### config.mk
export PLATFORM = sky130hd
export DESIGN_NAME = egm_ctrl_flat
export DESIGN_NICKNAME = d
export VERILOG_FILES = /design/src/design/egm_pkg.sv /design/src/design/egm_if.sv /design/src/design/egm_ctrl.sv /design/src/flat_wrapper.sv
export SDC_FILE = /design/constraint.sdc
export NUM_CORES = 1
export LEC_CHECK = 0
export BUFFER_PORTS_ARGS = -buffer_cell sky130_fd_sc_hd__buf_2
export CORE_ASPECT_RATIO = 0.9
export CORE_MARGIN = 4
export CORE_UTILIZATION = 40
export DETAILED_ROUTE_END_ITERATION = 8
export GPL_TIMING_DRIVEN = 0
export MAX_ROUTING_LAYER = met4
export PLACE_DENSITY_LB_ADDON = 0.25
export REMOVE_ABC_BUFFERS = 1
export SYNTH_ARGS = -nofsm -noshare
export SYNTH_HDL_FRONTEND = slang
export SYNTH_SLANG_ARGS = --single-unit
### constraint.sdc
create_clock -name clk_i -period 8.1 [get_ports clk_i]
set_input_delay 2.43 -clock clk_i [delete_from_list [all_inputs] [get_ports clk_i]]
set_output_delay 2.43 -clock clk_i [all_outputs]
set_load 0.05 [all_outputs]
### src/design/egm_pkg.sv
// Shared types and constants for the edge gradient magnitude block.
package egm_pkg;
  localparam logic [1:0] ModeRoberts = 2'd0;
  localparam logic [1:0] ModePrewitt = 2'd1;
  localparam logic [1:0] ModeSobel   = 2'd2;
  localparam logic       RegMode     = 1'b0;
  localparam logic       RegWidth    = 1'b1;
  localparam logic       OpPixel     = 1'b0;
  localparam logic       OpFlush     = 1'b1;
  localparam logic [8:0] WidthReset  = 9'd250;
  localparam logic [7:0] MagMax      = 8'd255;
  localparam logic [16:0] SumSat     = 17'd65025;

  typedef struct packed {
    logic       load;     // capture a pixel and shift the window
    logic       compute;  // start the magnitude
    logic       zero_win; // clear window
    logic       rd;       // read line stores
  } dp_cmd_t;

  typedef struct packed {
    logic       root_done;
    logic [7:0] mag;
  } dp_sts_t;
endpackage

### src/design/egm_if.sv
// Valid/ready stream interfaces for the block.
interface egm_in_if;
  logic       valid;
  logic       ready;
  logic       op;
  logic [7:0] pixel;
  modport source (output valid, op, pixel, input ready);
  modport sink   (input valid, op, pixel, output ready);
endinterface

interface egm_out_if;
  logic       valid;
  logic       ready;
  logic [7:0] magnitude;
  logic       last;
  logic       frame_end;
  modport source (output valid, magnitude, last, frame_end, input ready);
  modport sink   (input valid, magnitude, last, frame_end, output ready);
endinterface


### src/design/egm_ctrl.sv
// Sequencer: counters, border decisions and result emission.
module egm_ctrl #(
  parameter int MaxWidth = 256,
  localparam int AW = $clog2(MaxWidth),
  localparam int CW = $clog2(MaxWidth + 1)
) (
  input  logic              clk_i,
  input  logic              rst_ni,
  egm_in_if.sink            in_if,
  egm_out_if.source         out_if,
  input  logic [8:0]        width_i,
  input  logic [1:0]        mode_i,
  output egm_pkg::dp_cmd_t  cmd_o,
  output logic [AW-1:0]     col_o,
  output logic [7:0]        pixel_o,
  output logic              border_o,
  input  egm_pkg::dp_sts_t  sts_i
);
  localparam logic [2:0] SIdle = 3'd0, SRead = 3'd1, SLoad = 3'd2, SComp = 3'd3,
                         SWait = 3'd4, SOut1 = 3'd5, SOut2 = 3'd6;
  logic [2:0] state_q, state_d;
  logic [CW-1:0] col_q, row_dummy;
  logic [1:0] row_q;
  logic [CW-1:0] flush_q;
  logic [CW-1:0] wl;
  logic [7:0] px_q;
  logic at_end_q, ov_q;
  logic [7:0] omag_q;
  logic olast_q, ofe_q;
  logic [8:0] wc;

  always_comb begin
    wc = width_i;
    if (wc < 9'd3) wc = 9'd3;
    if (32'(wc) > MaxWidth) wc = 9'(MaxWidth);
    wl = CW'(wc - 9'd1);
  end
  assign row_dummy = col_q;

  // a pixel may enter while a result is held; a flush needs the result register
  assign in_if.ready = (state_q == SIdle) && (!ov_q || in_if.op == egm_pkg::OpPixel);
  assign out_if.valid = ov_q;
  assign out_if.magnitude = omag_q;
  assign out_if.last = olast_q;
  assign out_if.frame_end = ofe_q;
  assign col_o = AW'(row_dummy);
  assign pixel_o = px_q;
  assign border_o = (mode_i != egm_pkg::ModeRoberts) &&
                    (row_q == 2'd1 || col_q == CW'(1));

  always_comb begin
    cmd_o = '0;
    state_d = state_q;
    unique case (state_q)
      SIdle: if (in_if.valid && in_if.ready) begin
        if (in_if.op == egm_pkg::OpFlush) begin
          cmd_o.zero_win = (flush_q >= wl);
        end else begin
          state_d = SRead;
        end
      end
      SRead: begin
        cmd_o.rd = 1'b1;
        state_d = SLoad;
      end
      SLoad: begin
        cmd_o.load = 1'b1;
        state_d = (row_q != 2'd0 && col_q != '0) ? SComp : SIdle;
      end
      SComp: begin
        cmd_o.compute = 1'b1;
        state_d = SWait;
      end
      SWait: if (sts_i.root_done) state_d = SOut1;
      SOut1: if (!ov_q) state_d = at_end_q ? SOut2 : SIdle;
      SOut2: if (!ov_q) state_d = SIdle;
      default: state_d = SIdle;
    endcase
  end

  always_ff @(posedge clk_i) begin
    if (state_q == SIdle && in_if.valid && in_if.ready) px_q <= in_if.pixel;
  end

  always_ff @(posedge clk_i or negedge rst_ni) begin
    if (!rst_ni) begin
      state_q <= SIdle;
      col_q <= '0; row_q <= '0; flush_q <= '0;
      at_end_q <= 1'b0; ov_q <= 1'b0;
      omag_q <= '0; olast_q <= 1'b0; ofe_q <= 1'b0;
    end else begin
      state_q <= state_d;
      if (ov_q && out_if.ready) ov_q <= 1'b0;
      unique case (state_q)
        SIdle: if (in_if.valid && in_if.ready && in_if.op == egm_pkg::OpFlush) begin
          ov_q <= 1'b1; omag_q <= '0; olast_q <= 1'b1;
          if (flush_q >= wl) begin
            ofe_q <= 1'b1; flush_q <= '0; col_q <= '0; row_q <= '0;
          end else begin
            ofe_q <= 1'b0; flush_q <= flush_q + CW'(1);
          end
        end
        SRead: at_end_q <= (col_q >= wl);
        SLoad: if (!(row_q != 2'd0 && col_q != '0)) begin
          // advance counters now when nothing is emitted
          if (at_end_q) begin
            col_q <= '0;
            if (row_q < 2'd2) row_q <= row_q + 2'd1;
          end else col_q <= col_q + CW'(1);
        end
        SOut1: if (!ov_q) begin
          ov_q <= 1'b1; omag_q <= sts_i.mag; olast_q <= !at_end_q; ofe_q <= 1'b0;
          if (!at_end_q) col_q <= col_q + CW'(1);
        end
        SOut2: if (!ov_q) begin
          ov_q <= 1'b1; omag_q <= '0; olast_q <= 1'b1; ofe_q <= 1'b0;
          col_q <= '0;
          if (row_q < 2'd2) row_q <= row_q + 2'd1;
        end
        default: ;
      endcase
    end
  end
endmodule

### src/flat_wrapper.sv
// flat-port wrapper written by rule: the top's interface ports become plain ports
module egm_ctrl_flat 
#(
  parameter int MaxWidth = 256,
  localparam int AW = $clog2(MaxWidth),
  localparam int CW = $clog2(MaxWidth + 1)
)
  (clk_i, rst_ni, width_i, mode_i, cmd_o, col_o, pixel_o, border_o, sts_i, in_if_valid, in_if_op, in_if_pixel, in_if_ready, out_if_valid, out_if_magnitude, out_if_last, out_if_frame_end, out_if_ready);
  egm_in_if in_if_i ();
  egm_out_if out_if_i ();
  input  logic clk_i;
  input  logic rst_ni;
  input  logic [8:0] width_i;
  input  logic [1:0] mode_i;
  output egm_pkg::dp_cmd_t cmd_o;
  output logic [AW-1:0] col_o;
  output logic [7:0] pixel_o;
  output logic border_o;
  input  egm_pkg::dp_sts_t sts_i;
  input wire logic [$bits(in_if_i.valid)-1:0] in_if_valid;
  input wire logic [$bits(in_if_i.op)-1:0] in_if_op;
  input wire logic [$bits(in_if_i.pixel)-1:0] in_if_pixel;
  output wire logic [$bits(in_if_i.ready)-1:0] in_if_ready;
  output wire logic [$bits(out_if_i.valid)-1:0] out_if_valid;
  output wire logic [$bits(out_if_i.magnitude)-1:0] out_if_magnitude;
  output wire logic [$bits(out_if_i.last)-1:0] out_if_last;
  output wire logic [$bits(out_if_i.frame_end)-1:0] out_if_frame_end;
  input wire logic [$bits(out_if_i.ready)-1:0] out_if_ready;
  assign in_if_i.valid = in_if_valid;
  assign in_if_i.op = in_if_op;
  assign in_if_i.pixel = in_if_pixel;
  assign in_if_ready = in_if_i.ready;
  assign out_if_valid = out_if_i.valid;
  assign out_if_magnitude = out_if_i.magnitude;
  assign out_if_last = out_if_i.last;
  assign out_if_frame_end = out_if_i.frame_end;
  assign out_if_i.ready = out_if_ready;
  egm_ctrl #(.MaxWidth(MaxWidth)) u_core (.clk_i(clk_i), .rst_ni(rst_ni), .in_if(in_if_i), .out_if(out_if_i), .width_i(width_i), .mode_i(mode_i), .cmd_o(cmd_o), .col_o(col_o), .pixel_o(pixel_o), .border_o(border_o), .sts_i(sts_i));
endmodule
==> results of run 1 <==
==> Yosys cell counts (all sizes together) (3+ instances only) <==
| library cell | count |
|---|---|
| or2 | 3 |
| nor3 | 14 |
| buf | 9 |
| a21o | 4 |
| a21oi | 18 |
| ha | 21 |
| xor2 | 3 |
| a31oi | 4 |
| a22o | 4 |
| inv | 10 |
| nand2 | 37 |
| clkbuf | 7 |
| nor4 | 3 |
| nor2b | 8 |
| dfrtp | 35 |
| or4 | 3 |
| mux2 | 5 |
| nor2 | 25 |
| and2 | 3 |
| nand3 | 7 |
| edfxtp | 8 |
| o21ai | 21 |
| or3 | 3 |
| o2bb2ai | 6 |
| nand4 | 3 |
| nand2b | 8 |
==> path summary, 6_finish.rpt <==
check	from	endpoint	slack [ns]	cells past startpoint
worst max-delay path	width_i[4]	cmd_o[1]	0.21	15
worst min-delay path	u_core.out_if.magnitude[7]	u_core.out_if.magnitude[7]	0.48	2
worst max register to register	u_core.col_q[5]	u_core.col_q[2]	5.20	7
worst min register to register	u_core.out_if.magnitude[7]	u_core.out_if.magnitude[7]	0.48	2
max in group asynchronous	rst_ni	u_core.flush_q[7]	5.39	1
min in group asynchronous	rst_ni	u_core.col_q[5]	2.20	1
==> what timing repair did <==
item	in CTS	in global routing
pin swaps	1	0
gates resized for setup	1	2
endpoints found under the setup margin	1	1
hold endpoints to repair	0	0
buffers inserted	1	0
==> final cells by class <==
cell class | instances | area, sq um
Clock buffer | 5 | 68.82
Clock inverter | 3 | 43.79
Fill cell | 666 | 3405
Inverter | 10 | 37.54
Multi-Input combinational cell | 227 | 1468
Sequential cell | 43 | 1116
Tap cell | 90 | 112.6
Timing Repair Buffer | 66 | 335.3
==> stage by stage <==
stage / TNS (ns) / cells / cell area, sq um / worst slack, ns
floorplan: 0 / 280 / 2618 / 0.5007
global placement: -0.1065 / 435 / 3055 / -0.1065
detailed placement: -0.1376 / 435 / 3055 / -0.1376
CTS: 0 / 444 / 3177 / 0.1147
global route: 0 / 444 / 3182 / 0.003378
finish: 0 / 444 / 3182 / 0.2083
==> sequential cells by signal, summed over array words and instances (netlist names) <==
name	cells
u_core.row_q	2
u_core.flush_q	9
u_core.pixel_o	8
u_core.out_if.magnitude	8
u_core.col_q	9
u_core.state_q	3
u_core.at_end_q	1
u_core.out_if.last	1
u_core.out_if.frame_end	1
u_core.out_if.valid	1
==> worst register-to-register path: stages, from the launching register on <==
cell and delay [ns]:
dfrtp_1 0.49, or4_1 0.55, nor4_1 0.33, a2111oi_1 0.24, a221o_1 0.45, or3b_2 0.51, a21oi_1 0.19, a21o_1 0.11
==> cell families (layout without fill, tap and decap cells) <==
family | count (synthesis) | in the layout | synth area share, %
and+or+nand+nor | 121 | 121 | 22.06
AOI/OAI and AO/OA | 72 | 72 | 17.44
DFF | 43 | 43 | 41.16
buffers and inverters | 26 | 84 | 4.846
adders and majority gates | 23 | 23 | 10.43
muxes | 6 | 6 | 2.446
xor gates and xnor gates | 5 | 5 | 1.615
==> where the power goes <==
group          internal (uW)  switching, uW  total (uW)
logic                    170            358         528
clock network           91.8           76.3         168
registers                282           91.4         374
==> metal layers <==
metal | routed length [um] | GRT usage, % | vias to the layer above
met1 | 2861 | 21.16 | 1059
li1 | - | - | 1166
met3 | 380 | 2.982 | 9
met5 | 0 | - | -
met4 | 59 | 4.325 | 0
met2 | 2749 | 25.10 | 61
==> summary.txt, run 1 <==
max cap viols: 0
Reg clk slew, reported paths: 0.08 ns
commonest non-fill, non-tap cells in the layout: buf_2 (64), nand2_1 (37), dfrtp_1 (35), nor2_1 (25), o21ai_0 (21)
global route overflow: 0
gpl congestion: 0.7890
total track usage: 15.97%
cell leakage power: 0.001489 uW
total core area: 6586 sq um
CP top delay family: simple AND/OR/NAND/NOR gates
CTS tree: done
Num CTS Buffers: 5
outcome: complete, no violations
CP peak stage delay: 0.37 ns
top_reg_cell synth: dfrtp_1
share of cells above drive strength 1: 25.14%
drt first-iter violations: 111
Antenna Nets Post-Route: 0
synthesized area: 2711 sq um
Crit. End Element: output port
final setup fails: 0
I/O pin count: 66
Slew @ Worst Pin: 1.207 ns
Netlist cell types: 46
Async SR Flop Fraction: 81.40%
clock buffer depth: 2
final core occ: 48.31%
pins over their slew limit: 0
crit path launch type: input pin
Total Wirelength: 6050 um
Final Skew: 0.004973 ns
DIE HEIGHT: 86.11 um
Slew HR: 19.56%
Tmin final: 7.892 ns
Arr. time, crit path: 5.46 ns
initial antenna violation count: 0
H-tree levels: 2
Power Total: 1070 uW
Final Cycle Share: 97.43%
Yosys top cell area share: 32.30%
Fmax: 126.7 MHz
Worst EP required: 5.67 ns
EDFF count, synth: 8
Starting Density: 41.17%
#FFs+latches synth: 43
worst path bufs/invs: 2
Crit Path Max Fanout: 8
nets: 407
clk_lat worst skew: 0.30 ns
largest net degree at the start of global routing: 36
slowest stage cell, crit path: o21ai_0
DRC errors left: 0
Max IR drop VDD: 0.1256 mV
commonest non-fill, non-tap cell in the layout: buf_2
worst hold path class: flip-flop to flip-flop
vias: 2295
Yosys warnings: 0
vias in the first global route: 2196
post-synthesis cell count: 296
n_diodes: 0
number of hold buffers added after cts: 0
Syn Area/Cell: 9.160 sq um
row count: 28
hpwl dp: 4599 um
clock sinks: 43
Die Width: 94.79 um
RSZ-0062 raised after global routing: false
Worst Setup Path Type: input pin to output port
Seq/Total Area, Yosys: 41.16%
largest area contributor in the netlist: dfrtp_1
DR vias/cell: 5.169
Area contributors post-synth: dfrtp_1 (32%), ha_1 (9.7%), edfxtp_1 (8.9%)
pwr dens: 336.2 nW/um^2
die area: 8161 sq um
cells along the critical path: buf_2, nor3_1, nand2_1, nor2_1, o21ai_0, ha_2, nand2_1, or3_1, a32oi_1, ha_1, nor3_1, o22a_1, nor3_4, and2_2, clkbuf_4
Hold WS: 0.4782 ns
final hold vios: 0
first-pass GRT wire length: 10140 um
WL per Instance: 13.63 um
clk root buf: clkbuf_8
P&R area growth vs syn: 17.35%
DR pass1 iterations: 4
Port Buffers: 65
No activity file was read; power rests on OpenSTA's default activity.
==> run 2, diff against run 1 <==
- MAX_ROUTING_LAYER: met4 -> default
==> run 2 against run 1 <==
Effect of this change:
- clock-buffer cell count stayed put
- combinational power hardly changed
- non-clock buffer count stayed put
- critical path type unchanged
- via count is 0.39% higher
- critical endpoint unchanged
- wire length is 0.58% higher
- clock power hardly changed
- total power hardly changed
- largest cell class unchanged
- first-iteration DRC count is 0.90% higher
==> summary.txt, run 2 (synthesis gave the netlist of run 1 again) <==
initial antenna violation count: 0 (unchanged)
Slew @ Worst Pin: 1.207 ns (+0.000005901 ns)
commonest non-fill, non-tap cells in the layout: buf_2 (64), nand2_1 (37), dfrtp_1 (35), nor2_1 (25), o21ai_0 (21)
Antenna Nets Post-Route: 0 (unchanged)
Port Buffers: 65 (unchanged)
WL per Instance: 13.70 um (+0.58%)
Reg clk slew, reported paths: 0.08 ns (about the same)
row count: 28 (unchanged)
n_diodes: 0 (unchanged)
total track usage: 15.49% (-0.48 points)
TNS Setup: 0 ns (unchanged)
DR vias/cell: 5.189 (+0.39%)
H-tree levels: 2 (unchanged)
pins over their slew limit: 0 (unchanged)
DIE HEIGHT: 86.11 um (unchanged)
Worst EP required: 5.67 ns (about the same)
Crit. End Element: output port
area of the multi-input gates: 1468 sq um (unchanged)
Final Skew: 0.005099 ns (+0.0001263 ns)
commonest non-fill, non-tap cell in the layout: buf_2
crit path launch type: input pin
Layout Cells excl Fill: 444 (unchanged)
total core area: 6586 sq um (unchanged)
NetSw: 526.1 uW (+0.16%)
Num CTS Buffers: 5 (unchanged)
register-to-register path setup slack: 5.17 ns (-0.03 ns)
Reg area: 1116 sq um (unchanged)
gpl congestion: 0.7783 (-1.4%)
die area: 8161 sq um (unchanged)
P&R area growth vs syn: 17.35% (unchanged)
share of cells above drive strength 1: 25.14% (unchanged)
worst hold path class: flip-flop to flip-flop
final setup fails: 0 (unchanged)
Worst Setup Path Type: input pin to output port
Final Cycle Share: 97.44% (about the same)
Fmax: 126.7 MHz (about the same)
Starting Density: 41.17% (unchanged)
Crit Path Max Fanout: 8 (unchanged)
CTS tree: done
Die Width: 94.79 um (unchanged)
max cap viols: 0 (unchanged)
first-pass GRT wire length: 10130 um (about the same)
clk_lat worst skew: 0.30 ns (about the same)
DR pass1 iterations: 4 (unchanged)
Total Wirelength: 6085 um (+0.58%)
clock buffer depth: 2 (unchanged)
final hold vios: 0 (unchanged)
drt first-iter violations: 112 (+0.90%)
clock sinks: 43 (unchanged)
I/O pin count: 66 (unchanged)
cell-internal power: 544.4 uW (about the same)
Max IR drop VDD: 0.1257 mV (about the same)
biggest regs: u_core.col_q (9), u_core.flush_q (9)
nets: 407 (unchanged)
vias in the first global route: 2196 (unchanged)
hpwl dp: 4599 um (unchanged)
clk root buf: clkbuf_8
number of hold buffers added after cts: 0 (unchanged)
Logic pwr share: 49.3% (about the same)
# fillers: 666 (unchanged)
outcome: complete, no violations
Flop pwr share: 34.9% (about the same)
pwr dens: 336.5 nW/um^2 (about the same)
Tmin final: 7.893 ns (+0.001053 ns)
clock power share: 15.7% (about the same)
largest net degree at the start of global routing: 36 (unchanged)
placed insts: 435 (unchanged)
cell leakage power: 0.001489 uW (unchanged)
vias: 2304 (+0.39%)
RSZ-0062 raised after global routing: false
switch share: 49.15% (about the same)
Arr. time, crit path: 5.46 ns (about the same)
global route overflow: 0 (unchanged)
Slew HR: 19.56% (about the same)
DRC errors left: 0 (unchanged)
==> run 2: power by group through the flow <==
stage	clock network, uW	registers [uW]	logic [uW]
6_report	168	374	528
3_5_place_dp	0	378	532
5_1_grt	183	389	580
3_3_place_gp	0	377	521
2_1_floorplan	0	481	284
4_1_cts	174	374	534
==> run 2: cell type report <==
cell class	count	area share (%)
Inverter	10	1.180
Clock buffer	5	2.163
Clock inverter	3	1.376
Multi-Input combinational cell	227	46.13
Timing Repair Buffer	66	10.54
Tap cell	90	3.539
Sequential cell	43	35.08
==> run 2: path summary, 6_finish.rpt <==
path,start,endpoint,cells past startpoint
worst min register to register,u_core.out_if.magnitude[7],u_core.out_if.magnitude[7],2
min in group asynchronous,rst_ni,u_core.col_q[5],1
worst max register to register,u_core.col_q[5],u_core.col_q[2],7
worst min-delay path,u_core.out_if.magnitude[7],u_core.out_if.magnitude[7],2
worst max-delay path,width_i[4],cmd_o[1],15
max in group asynchronous,rst_ni,u_core.flush_q[7],1
==> run 2: worst max-delay path, cell delays in order <==
cell and delay, ns:
buf_2 0.15, nor3_1 0.06, nand2_1 0.08, nor2_1 0.06
o21ai_0 0.37, ha_2 0.34, nand2_1 0.09, or3_1 0.31
a32oi_1 0.31, ha_1 0.24, nor3_1 0.06, o22a_1 0.22
nor3_4 0.22, and2_2 0.26, clkbuf_4 0.26
==> run 2: what timing repair did <==
item | in CTS | in global routing
setup buffers | 1 | 0
pin swaps | 1 | 0
resized for setup | 1 | 2
endpoints found under the hold margin | 0 | 0
setup endpoints to repair | 1 | 1
==> run 2: routing by layer <==
metal / up-vias / global-route usage (%) / share of wire [%]
met5: - / 0 / 0
met1: 1064 / 21.10 / 47
li1: 1167 / - / -
met4: 0 / 4.325 / 0.62
met2: 66 / 25.10 / 46
met3: 7 / 2.982 / 6.5
==> run 2: per-stage QoR <==
stage	util (%)	instance area (sq um)	power (uW)	hold WS (ns)	worst slack, ns
floorplan	-	2618	765.4	0.4848	0.5007
global placement	46.39	3055	898.6	0.4576	-0.1065
detailed placement	46.39	3055	910.2	0.4690	-0.1376
CTS	48.23	3177	1082	0.4880	0.1147
global route	48.31	3182	1152	0.5099	0.003378
finish	48.31	3182	1071	0.4782	0.2073
